**src/rtl/core/srsw_pkg.sv**
```systemverilog
// ----------------------------------------------------------------------------
// srsw_pkg
// Shared codes for the selective-repeat sender window: request codes,
// ack status codes and register map.
// ----------------------------------------------------------------------------
`default_nettype none

package srsw_pkg;

  // Request codes carried in the operation field
  localparam logic [1:0] OP_SEND    = 2'd0;
  localparam logic [1:0] OP_ACK     = 2'd1;
  localparam logic [1:0] OP_TIMEOUT = 2'd2;

  // Ack status codes
  localparam logic [1:0] ST_ADVANCED = 2'd0;
  localparam logic [1:0] ST_BUFFERED = 2'd1;
  localparam logic [1:0] ST_OUTSIDE  = 2'd2;
  localparam logic [1:0] ST_BAD_CKSUM = 2'd3;

  // Window register
  localparam int unsigned WIN_W     = 3;
  localparam logic [2:0]  WIN_RESET = 3'd4;
  localparam int unsigned WIN_MAX   = 7;   // largest value the register holds

  // Register word index (paddr[2])
  localparam logic REG_WINDOW = 1'b0;

  typedef logic [WIN_W-1:0] win_t;

endpackage

`default_nettype wire

```
**src/rtl/core/srsw_ram.sv**
```systemverilog
// ----------------------------------------------------------------------------
// srsw_ram
// Generic single-write, single-read RAM with a registered read port.
// ----------------------------------------------------------------------------
`default_nettype none

module srsw_ram #(
  parameter int unsigned WIDTH = 32,
  parameter int unsigned DEPTH = 8
) (
  input  wire logic                     clk,
  input  wire logic                     we,
  input  wire logic [$clog2(DEPTH)-1:0] waddr,
  input  wire logic [WIDTH-1:0]         wdata,
  input  wire logic                     re,
  input  wire logic [$clog2(DEPTH)-1:0] raddr,
  output logic      [WIDTH-1:0]         rdata
);

  logic [WIDTH-1:0] mem [DEPTH];

  // write port
  always_ff @(posedge clk) begin
    if (we) begin
      mem[waddr] <= wdata;
    end
  end

  // registered read port, data holds between reads
  always_ff @(posedge clk) begin
    if (re) begin
      rdata <= mem[raddr];
    end
  end

endmodule

`default_nettype wire

```
**src/rtl/core/selective_repeat_sender_window.sv**
```systemverilog
// ----------------------------------------------------------------------------
// selective_repeat_sender_window
// Sender side of a selective-repeat ARQ link: holds the outstanding packets,
// tracks buffered acks, slides the window base and drives timer requests.
//
//   channel | direction | handshake          | carries
//   --------+-----------+--------------------+-------------------------------
//   in_     | input     | in_valid/in_ready  | one request: send, ack, timeout
//   out_    | output    | out_valid/out_ready| one result per request
//   APB     | input     | psel/penable/...   | window_size register (word 0)
//
// Each request is captured in S_IDLE, which also starts the payload RAM read,
// and is evaluated in S_EXEC, which writes back state and the result
// register. A new request is taken once the previous one has been evaluated.
// If the result register is still held by out_ready low, evaluation waits.
// Reset (synchronous, rst_n low) empties the window, clears all ack marks and
// sets window_size to 4; the payload RAM needs no clearing.
// ----------------------------------------------------------------------------
`default_nettype none

module selective_repeat_sender_window
  import srsw_pkg::*;
#(
  parameter int unsigned SEQ_SPACE     = 8,
  parameter int unsigned PAYLOAD_WIDTH = 32
) (
  input  wire logic                         clk,
  input  wire logic                         rst_n,
  // request channel
  input  wire logic                         in_valid,
  output logic                              in_ready,
  input  wire logic [1:0]                   in_operation,
  input  wire logic [PAYLOAD_WIDTH-1:0]     in_payload,
  input  wire logic [$clog2(SEQ_SPACE)-1:0] in_ack_num,
  input  wire logic                         in_checksum_ok,
  input  wire logic [$clog2(SEQ_SPACE)-1:0] in_timeout_seq,
  // result channel
  output logic                              out_valid,
  input  wire logic                         out_ready,
  output logic                              out_accepted,
  output logic                              out_tx_valid,
  output logic [$clog2(SEQ_SPACE)-1:0]      out_tx_seq,
  output logic [PAYLOAD_WIDTH-1:0]          out_tx_payload,
  output logic                              out_timer_stop,
  output logic                              out_timer_start,
  output logic [$clog2(SEQ_SPACE)-1:0]      out_timer_seq,
  output logic [1:0]                        out_ack_status,
  output logic                              out_window_full,
  output logic [$clog2(SEQ_SPACE)-1:0]      out_base_seq,
  // configuration port
  input  wire logic                         psel,
  input  wire logic                         penable,
  input  wire logic                         pwrite,
  input  wire logic [2:0]                   paddr,
  input  wire logic [31:0]                  pwdata,
  output logic      [31:0]                  prdata,
  output logic                              pready
);

  localparam int unsigned SEQ_W = $clog2(SEQ_SPACE);
  localparam int unsigned CW    = SEQ_W + 1;
  localparam int unsigned HALF  = SEQ_SPACE / 2;
  localparam int unsigned LOOK  = (HALF < WIN_MAX) ? HALF : WIN_MAX;

  localparam logic S_IDLE = 1'b0;
  localparam logic S_EXEC = 1'b1;

  typedef logic [SEQ_W-1:0] seq_t;
  typedef logic [CW-1:0]    cnt_t;

  // sequence number plus a small offset, modulo the sequence space
  function automatic seq_t seq_add(input seq_t s, input cnt_t k);
    cnt_t sum;
    sum = cnt_t'(s) + k;
    if (sum >= cnt_t'(SEQ_SPACE)) begin
      sum = sum - cnt_t'(SEQ_SPACE);
    end
    return sum[SEQ_W-1:0];
  endfunction

  // packets outstanding between base and next
  function automatic cnt_t span(input seq_t b, input seq_t n);
    cnt_t d;
    if (n >= b) begin
      d = cnt_t'(n) - cnt_t'(b);
    end else begin
      d = cnt_t'(n) + cnt_t'(SEQ_SPACE) - cnt_t'(b);
    end
    return d;
  endfunction

  // membership in [b, n) with wrap
  function automatic logic in_win(input seq_t s, input seq_t b, input seq_t n);
    logic hit;
    if (cnt_t'(s) >= cnt_t'(SEQ_SPACE)) begin
      hit = 1'b0;
    end else if (b <= n) begin
      hit = (s >= b) && (s < n);
    end else begin
      hit = (s >= b) || (s < n);
    end
    return hit;
  endfunction

  // --------------------------------------------------------------------------
  // Registers
  // --------------------------------------------------------------------------
  logic                     state_r, state_nxt;
  win_t                     win_r;
  seq_t                     base_r, base_nxt;
  seq_t                     next_r, next_nxt;
  logic [SEQ_SPACE-1:0]     acked_r, acked_nxt;

  logic [1:0]               op_r;
  logic [PAYLOAD_WIDTH-1:0] pay_r;
  seq_t                     ackn_r;
  logic                     cks_r;
  seq_t                     tseq_r;

  logic                     ov_r, ov_nxt;
  logic                     acc_r, acc_nxt;
  logic                     txv_r, txv_nxt;
  seq_t                     txs_r, txs_nxt;
  logic [PAYLOAD_WIDTH-1:0] txp_r, txp_nxt;
  logic                     tstop_r, tstop_nxt;
  logic                     tstart_r, tstart_nxt;
  seq_t                     tsq_r, tsq_nxt;
  logic [1:0]               stat_r, stat_nxt;
  logic                     full_r, full_nxt;
  seq_t                     bout_r, bout_nxt;

  logic                     in_fire;
  logic                     exec_go;
  logic                     ram_we;
  logic [PAYLOAD_WIDTH-1:0] ram_rdata;
  logic                     cfg_wr;

  assign in_ready = (state_r == S_IDLE);
  assign in_fire  = in_valid && in_ready;
  assign exec_go  = (state_r == S_EXEC) && (!ov_r || out_ready);

  // --------------------------------------------------------------------------
  // Payload store
  // --------------------------------------------------------------------------
  srsw_ram #(
    .WIDTH (PAYLOAD_WIDTH),
    .DEPTH (SEQ_SPACE)
  ) u_pay_ram (
    .clk   (clk),
    .we    (ram_we),
    .waddr (next_r),
    .wdata (pay_r),
    .re    (in_fire),
    .raddr (in_timeout_seq),
    .rdata (ram_rdata)
  );

  // --------------------------------------------------------------------------
  // Configuration port
  // --------------------------------------------------------------------------
  assign pready = 1'b1;
  assign cfg_wr = psel && penable && pwrite && (paddr[2] == REG_WINDOW);
  assign prdata = (paddr[2] == REG_WINDOW) ? {{(32-WIN_W){1'b0}}, win_r} : 32'd0;

  always_ff @(posedge clk) begin
    if (!rst_n) begin
      win_r <= WIN_RESET;
    end else if (cfg_wr) begin
      win_r <= pwdata[WIN_W-1:0];
    end
  end

  // --------------------------------------------------------------------------
  // Request evaluation
  // --------------------------------------------------------------------------
  cnt_t                 eff_w;
  cnt_t                 out_cnt;
  logic [SEQ_SPACE-1:0] marks_set;
  seq_t                 pos [LOOK];
  cnt_t                 run_len;
  logic                 run;
  logic                 ack_in;
  logic                 tmo_hit;
  seq_t                 slid_base;

  always_comb begin
    // effective window: 0 acts as 1, clamp at half the sequence space
    eff_w = cnt_t'(win_r);
    if (eff_w == cnt_t'(0)) begin
      eff_w = cnt_t'(1);
    end
    if (eff_w > cnt_t'(HALF)) begin
      eff_w = cnt_t'(HALF);
    end

    out_cnt = span(base_r, next_r);
    ack_in  = in_win(ackn_r, base_r, next_r);
    tmo_hit = in_win(tseq_r, base_r, next_r) && !acked_r[tseq_r];

    // marks with the arriving ack applied
    marks_set = acked_r;
    if (ack_in) begin
      marks_set[ackn_r] = 1'b1;
    end

    // run of contiguous acks starting at base
    run     = 1'b1;
    run_len = '0;
    for (int k = 0; k < LOOK; k++) begin
      pos[k] = seq_add(base_r, cnt_t'(k));
      if (run && (cnt_t'(k) < out_cnt) && marks_set[pos[k]]) begin
        run_len = run_len + cnt_t'(1);
      end else begin
        run = 1'b0;
      end
    end
    slid_base = seq_add(base_r, run_len);

    // defaults
    state_nxt  = state_r;
    base_nxt   = base_r;
    next_nxt   = next_r;
    acked_nxt  = acked_r;
    ram_we     = 1'b0;
    ov_nxt     = ov_r && !out_ready;
    acc_nxt    = acc_r;
    txv_nxt    = txv_r;
    txs_nxt    = txs_r;
    txp_nxt    = txp_r;
    tstop_nxt  = tstop_r;
    tstart_nxt = tstart_r;
    tsq_nxt    = tsq_r;
    stat_nxt   = stat_r;
    full_nxt   = full_r;
    bout_nxt   = bout_r;

    if (in_fire) begin
      state_nxt = S_EXEC;
    end

    if (exec_go) begin
      state_nxt  = S_IDLE;
      ov_nxt     = 1'b1;
      acc_nxt    = 1'b0;
      txv_nxt    = 1'b0;
      txs_nxt    = '0;
      txp_nxt    = '0;
      tstop_nxt  = 1'b0;
      tstart_nxt = 1'b0;
      tsq_nxt    = '0;
      stat_nxt   = ST_ADVANCED;

      case (op_r)
        OP_SEND: begin
          if (out_cnt < eff_w) begin
            ram_we            = 1'b1;
            acked_nxt[next_r] = 1'b0;
            acc_nxt           = 1'b1;
            txv_nxt           = 1'b1;
            txs_nxt           = next_r;
            txp_nxt           = pay_r;
            if (base_r == next_r) begin
              tstart_nxt = 1'b1;
              tsq_nxt    = next_r;
            end
            next_nxt = seq_add(next_r, cnt_t'(1));
          end
        end
        OP_ACK: begin
          if (!cks_r) begin
            stat_nxt = ST_BAD_CKSUM;
          end else if (!ack_in) begin
            stat_nxt = ST_OUTSIDE;
          end else begin
            acc_nxt   = 1'b1;
            tstop_nxt = 1'b1;
            acked_nxt = marks_set;
            if (ackn_r == base_r) begin
              stat_nxt = ST_ADVANCED;
              for (int k = 0; k < LOOK; k++) begin
                if (cnt_t'(k) < run_len) begin
                  acked_nxt[pos[k]] = 1'b0;
                end
              end
              base_nxt = slid_base;
            end else begin
              stat_nxt = ST_BUFFERED;
            end
            if (base_nxt != next_r) begin
              tstart_nxt = 1'b1;
              tsq_nxt    = base_nxt;
            end
          end
        end
        OP_TIMEOUT: begin
          if (tmo_hit) begin
            txv_nxt    = 1'b1;
            txs_nxt    = tseq_r;
            txp_nxt    = ram_rdata;
            tstop_nxt  = 1'b1;
            tstart_nxt = 1'b1;
            tsq_nxt    = tseq_r;
          end
        end
        default: begin
        end
      endcase

      full_nxt = (span(base_nxt, next_nxt) >= eff_w);
      bout_nxt = base_nxt;
    end
  end

  // control state
  always_ff @(posedge clk) begin
    if (!rst_n) begin
      state_r <= S_IDLE;
      base_r  <= '0;
      next_r  <= '0;
      acked_r <= '0;
      ov_r    <= 1'b0;
    end else begin
      state_r <= state_nxt;
      base_r  <= base_nxt;
      next_r  <= next_nxt;
      acked_r <= acked_nxt;
      ov_r    <= ov_nxt;
    end
  end

  // captured request
  always_ff @(posedge clk) begin
    if (in_fire) begin
      op_r   <= in_operation;
      pay_r  <= in_payload;
      ackn_r <= in_ack_num;
      cks_r  <= in_checksum_ok;
      tseq_r <= in_timeout_seq;
    end
  end

  // result register
  always_ff @(posedge clk) begin
    acc_r    <= acc_nxt;
    txv_r    <= txv_nxt;
    txs_r    <= txs_nxt;
    txp_r    <= txp_nxt;
    tstop_r  <= tstop_nxt;
    tstart_r <= tstart_nxt;
    tsq_r    <= tsq_nxt;
    stat_r   <= stat_nxt;
    full_r   <= full_nxt;
    bout_r   <= bout_nxt;
  end

  assign out_valid       = ov_r;
  assign out_accepted    = acc_r;
  assign out_tx_valid    = txv_r;
  assign out_tx_seq      = txs_r;
  assign out_tx_payload  = txp_r;
  assign out_timer_stop  = tstop_r;
  assign out_timer_start = tstart_r;
  assign out_timer_seq   = tsq_r;
  assign out_ack_status  = stat_r;
  assign out_window_full = full_r;
  assign out_base_seq    = bout_r;

endmodule

`default_nettype wire

```
**config.mk**
```make
export PLATFORM = sky130hd
export DESIGN_NAME = selective_repeat_sender_window
export DESIGN_NICKNAME = d
export VERILOG_FILES = /design/src/rtl/core/srsw_pkg.sv /design/src/rtl/core/srsw_ram.sv /design/src/rtl/core/selective_repeat_sender_window.sv
export SDC_FILE = /design/constraint.sdc
export NUM_CORES = 1
export LEC_CHECK = 0
export ABC_CLOCK_PERIOD_IN_PS = 23900
export BUFFER_PORTS_ARGS = -buffer_cell sky130_fd_sc_hd__buf_2
export CAP_MARGIN = 40
export CORE_ASPECT_RATIO = 0.6
export CORE_MARGIN = 2
export CORE_UTILIZATION = 60
export CTS_CLUSTER_DIAMETER = 60
export DETAILED_ROUTE_END_ITERATION = 12
export GPL_TIMING_DRIVEN = 0
export MAX_ROUTING_LAYER = met4
export PLACE_DENSITY_LB_ADDON = 0.05
export SLEW_MARGIN = 40
export SYNTH_ARGS = -nofsm -noshare
export SYNTH_HDL_FRONTEND = slang
export SYNTH_SLANG_ARGS = --single-unit
```
**constraint.sdc**
```tcl
create_clock -name clk -period 23.9 [get_ports clk]
set_input_delay 4.78 -clock clk [delete_from_list [all_inputs] [get_ports clk]]
set_output_delay 4.78 -clock clk [all_outputs]
set_load 0.02 [all_outputs]
```
Yosys cells after proc, flatten, opt, wreduce, memory -nomap -nowiden
Memories as Yosys holds them, arrays and structs flattened. A register that Yosys moved wholly into a read port is not among the register bits.
Index checks and enable logic that the tools add are counted.
- memories kept: 1
- word-level logic and storage cells: 247
- bits in writable memories: 256
- output and inout bits: 83
- bits in registers: 108
- memories (memory ; words ; width ; rd ports ; clocked after memory_dff ; write ports ; line ; source):
    u_pay_ram.mem ; 8 ; 32 ; 1 ; 1 ; 1 ; srsw_ram.sv:20 ; logic [WIDTH-1:0] mem [DEPTH];
- muxes and demuxes: 113
- reductions and logical operators: 33
- $lt $le $gt $ge: 37
- equal/unequal tests: 8
- add/subtract/negate cells: 20
- bitwise logic cells: 14
- operators with widths (operator ; count):
    $mux 8 ; 24
    $mux 3 ; 27
    $mux 32 ; 2
    $pmux 32 s2 ; 1
    $and 8x8->8 ; 5
    $not 8->8 ; 5
    $mux 1 ; 32
    $lt 3x4->1 const B ; 7
    $mux 4 ; 7
    $logic_and 1x1->1 ; 22
    $ge 4x4->1 const B ; 5
    $demux 1 s3 ; 6
    $ge 3x1->1 const B ; 6
    $sub 3x1->3 const B ; 6
    $lt 1x4->1 const A ; 4
    $lt 2x4->1 const A ; 4
    $pmux 8 s2 ; 1
    $bmux 1 s3 ; 5
    $add 4x1->4 const B ; 3
    $ge 3x3->1 ; 4
    $pmux 3 s3 ; 1
    $add 3x1->4 const B ; 2
    $add 3x2->4 const B ; 2
    $add 3x4->4 const B ; 2
    27 further kinds ; 42

Longest topological paths before layout
- depth after elaboration: 46
- mapped depth: 33
- gate-level depth less buffers: 30

Modules after synthesis
From an unflattened synthesis, not the netlist that was laid out.
- cell total of the unflattened synthesis: 1022
- area total of the unflattened synthesis: 17269.1 sq um
- by module, submodules not included (module ; seq. area each (sq um) ; cells each ; area each (sq um) ; times used):
    srsw_ram ; 8648.3 ; 415 ; 10786.6 ; 1
    selective_repeat_sender_window ; 3052.9 ; 607 ; 6482.5 ; 1

Worst setup path after synthesis
No wires, ideal clock.
- kind: in2out
- start: input paddr[2]
- end: output prdata[1]
- cell stages on the path: 1
- data required time: 19.120 ns
- data arrival time: 5.084 ns
- path slack: 14.036 ns
- path through: nor2b_1
- longest elaborated chain between the ends: 1
- ends and longest elaborated chain (element ; line ; source):
    start: declaration ; selective_repeat_sender_window.sv:54 ; input wire logic [2:0] paddr,
    $mux 3 ; selective_repeat_sender_window.sv:163 ; assign prdata = (paddr[2] == REG_WINDOW) ? {{(32-WIN_W){1'b0}}, win_r} : 32'd0;
    end: declaration ; selective_repeat_sender_window.sv:56 ; output logic [31:0] prdata,
No other way between the ends.

Worst setup path after layout
Same ends and word-level chain as after synthesis.

==> run summary <==
clk root buf - clkbuf_16
Int Pwr - 0.001138 W
post-cts resize count - 0
clk_lat worst skew - 0.54 ns
Post-DP HPWL - 29700 um
drt first pass iters - 5
Worst Tran Pin Value - 0.8967 ns
Placement Setup Slack - 13.97 ns
Layout Cells excl Fill - 1588
Tmin final - 9.932 ns
IO buf count - 103
slew margin rel. - 40.22%
HP Class - flip-flop to flip-flop
Core Box Area - 27820 um2
Synth Instances - 998
nets - 1322
placer congestion estimate - 1.049
final setup skew - 0.03358 ns
DRC violations left - 0
Main synth FF type - edfxtp_1
period utilisation layout - 41.56%
Hold Path End - win_r[0]
Routed WL - 42410 um
Reg2Reg Depth - 31
hold depth - 2
Peak VDD IR - 0.06998 mV
DP Area - 18740 um2
Initial Util - 61.50%
Final Hold Fails - 0
Num CTS Buffers - 35
Critical Path Source Type - input pin
Max clock buf depth - 3
fin area - 19820 um2
share of the synthesized area in the top cell type - 66.18%
average wire per standard cell - 26.71 um
Critical Path RT - 19.12 ns
Post-CTS Setup Bufs - 0
max_cap viols - 0
RR Endpoint - out_window_full
Avg Cell Area, Syn - 17.14 um2
number of global-route vias before repair - 9721
# H-tree levels - 2
count of different cell masters after synthesis - 83
Leakage - 6.887 nW
R2R Path Start - base_r[2]
Die ar. - 29920 um2
# rows - 47
Synth async-reset ratio - 0%
Detail Route Antenna Nets - 0
power share of the combinational group - 10.2%
Psw - 0.0003504 W
Syn. warnings - 0
area leader, netlist - edfxtp_1
gr usage total - 30.30%
DP Cell Count - 1527
vias - 10040
Die Wd - 222.0 um
endpoint class of the critical path - output pin
CTS tree - done
DR vias/cell - 6.321
first-pass GRT wire length - 63290 um
Clock Sinks - 396
sequential area share after synthesis - 68.41%
clock network power share - 36.2%
Sw Ratio - 23.54%
largest net degree at the start of global routing - 34
n_diodes - 0
First DRT Iteration DRCs - 1205
synth top area cells - edfxtp_1, mux4_2, ha_1
status - finished clean
Fill cells - 1750
Overflow after GRT - 0
# hold bufs at CTS - 0
final worst slack - 13.97 ns
Arrival @ worst endpoint - 5.15 ns
Final Setup Violations - 0
share of cells above drive strength 1 - 31.37%
Yosys reg bits - 396
reg2reg setup slack - 14.01 ns
Post-Synthesis Cell Area - 17110 um2
crit path kind - input pin to output pin
Max Fclk - 100.7 MHz
Post-synth EDFFs - 377
Setup TNS Final - 0 ns
pwr dens - 75.12 nW/um2
Die Ht - 134.8 um
Top Ports - 166
initial antenna violation count - 0
worst-path fanout max - 4
area grow syn2layout - 15.85%
hold_sp - win_r[0]
Clock transition at path regs - 0.07 ns
fin. max-slew vios - 0
Seq pwr share - 53.6%
RSZ-0062 raised after global routing - no
[worst max path at each step]
stage	from	to	slack (ns)
final	paddr[2]	prdata[1]	13.97
after global placement	out_ready	u_pay_ram.mem[0][5]	11.07
after global routing	base_r[2]	out_window_full	13.67
after floorplan	paddr[2]	prdata[1]	14.04
after detailed placement	paddr[2]	prdata[1]	13.97
after CTS	paddr[2]	prdata[1]	13.97
[through the flow]
stage	total power, W	hold WS (ns)	utilization (%)
5_1_grt	0.001533	0.5414	71.24
6_report	0.001489	0.5186	71.24
2_1_floorplan	0.0009048	0.4634	-
4_1_cts	0.001490	0.5188	71.16
3_3_place_gp	0.0009534	0.4830	65.38
3_5_place_dp	0.0009598	0.5031	67.37
[power by group through the flow]
stage                     sequential [W]  combinational (W)  clock, W
after floorplan                 0.000816          0.0000889         0
after global placement          0.000814           0.000139         0
after detailed placement        0.000813           0.000147         0
after CTS                       0.000798           0.000148  0.000544
after global routing            0.000800           0.000161  0.000572
final                           0.000798           0.000152  0.000539
[flip-flops by register name (all words and copies together) (netlist names), 3 cells and up]
signal,cells
out_tx_payload,32
out_tx_seq,3
acked_r,8
u_pay_ram.mem,256
u_pay_ram.rdata,32
ackn_r,3
tseq_r,3
base_r,3
win_r,3
out_base_seq,3
next_r,3
pay_r,32
out_timer_seq,3
[worst max-delay path, stage by stage]
cell	delay, ns
buf_2	0.12
nor2b_1	0.09
buf_2	0.17
[cells in the final DEF, fill, tap and decap left out, types with 9 or more instances in the layout]
master	n
buf_2	114
xnor2_1	13
buf_4	39
clkbuf_16	35
a22o_1	35
a21oi_1	38
o21ai_0	24
buf_8	9
nand3_1	13
nor2_1	37
mux2_2	34
inv_1	23
nor3_1	14
dfxtp_1	19
edfxtp_1	377
conb_1	30
a31oi_1	9
nand2_1	42
mux4_2	70
clkbuf_1	32
ha_1	36
buf_16	9
[final cells by class]
cell class	count	area [um2]	area share, %
Buffer	81	570.5	2.879
Clock buffer	47	930.9	4.698
Clock inverter	13	122.6	0.6188
Inverter	26	100.1	0.5051
Multi-Input combinational cell	523	4930	24.88
Sequential cell	396	11700	59.05
Tap cell	367	459.2	2.317
Timing Repair Buffer	135	1002	5.057
[cell usage after synthesis, drive strengths merged, types with 5 or more instances]
cell,n
a2111oi,6
o22ai,6
a21o,5
nand2b,8
buf,46
clkbuf,33
mux2,34
a211oi,7
a31oi,11
ha,36
nor2,44
o21ai,26
and3,7
inv,24
a32oi,5
edfxtp,377
mux2i,5
dfxtp,19
a21oi,41
mux4,70
xnor2,14
nand3,13
fa,5
nand2,42
nor3,17
a22o,35
[per-layer routing]
metal / vias to the layer above / track usage (%) / share of wire, %
met5: - / - / 0
met3: 34 / 7.376 / 11
met2: 537 / 40.67 / 42
met1: 5159 / 47.87 / 46
met4: 0 / 5.068 / 1.0
li1: 4307 / - / -
[cell families (layout without fill, tap and decap cells)]
family	Yosys count	count (layout)	synth area share [%]
multiplexers	109	109	11.75
buffers and inverters	107	302	3.826
AND/OR/NAND/NOR	161	161	4.850
adder cells (fa/ha/maj)	42	42	3.299
other	2	30	0.04390
XOR/XNOR	16	16	0.8193
flip-flops	396	396	68.41
AO/OA/AOI/OAI	165	165	7.008
Note: power is estimated with default switching activity, not from simulation.
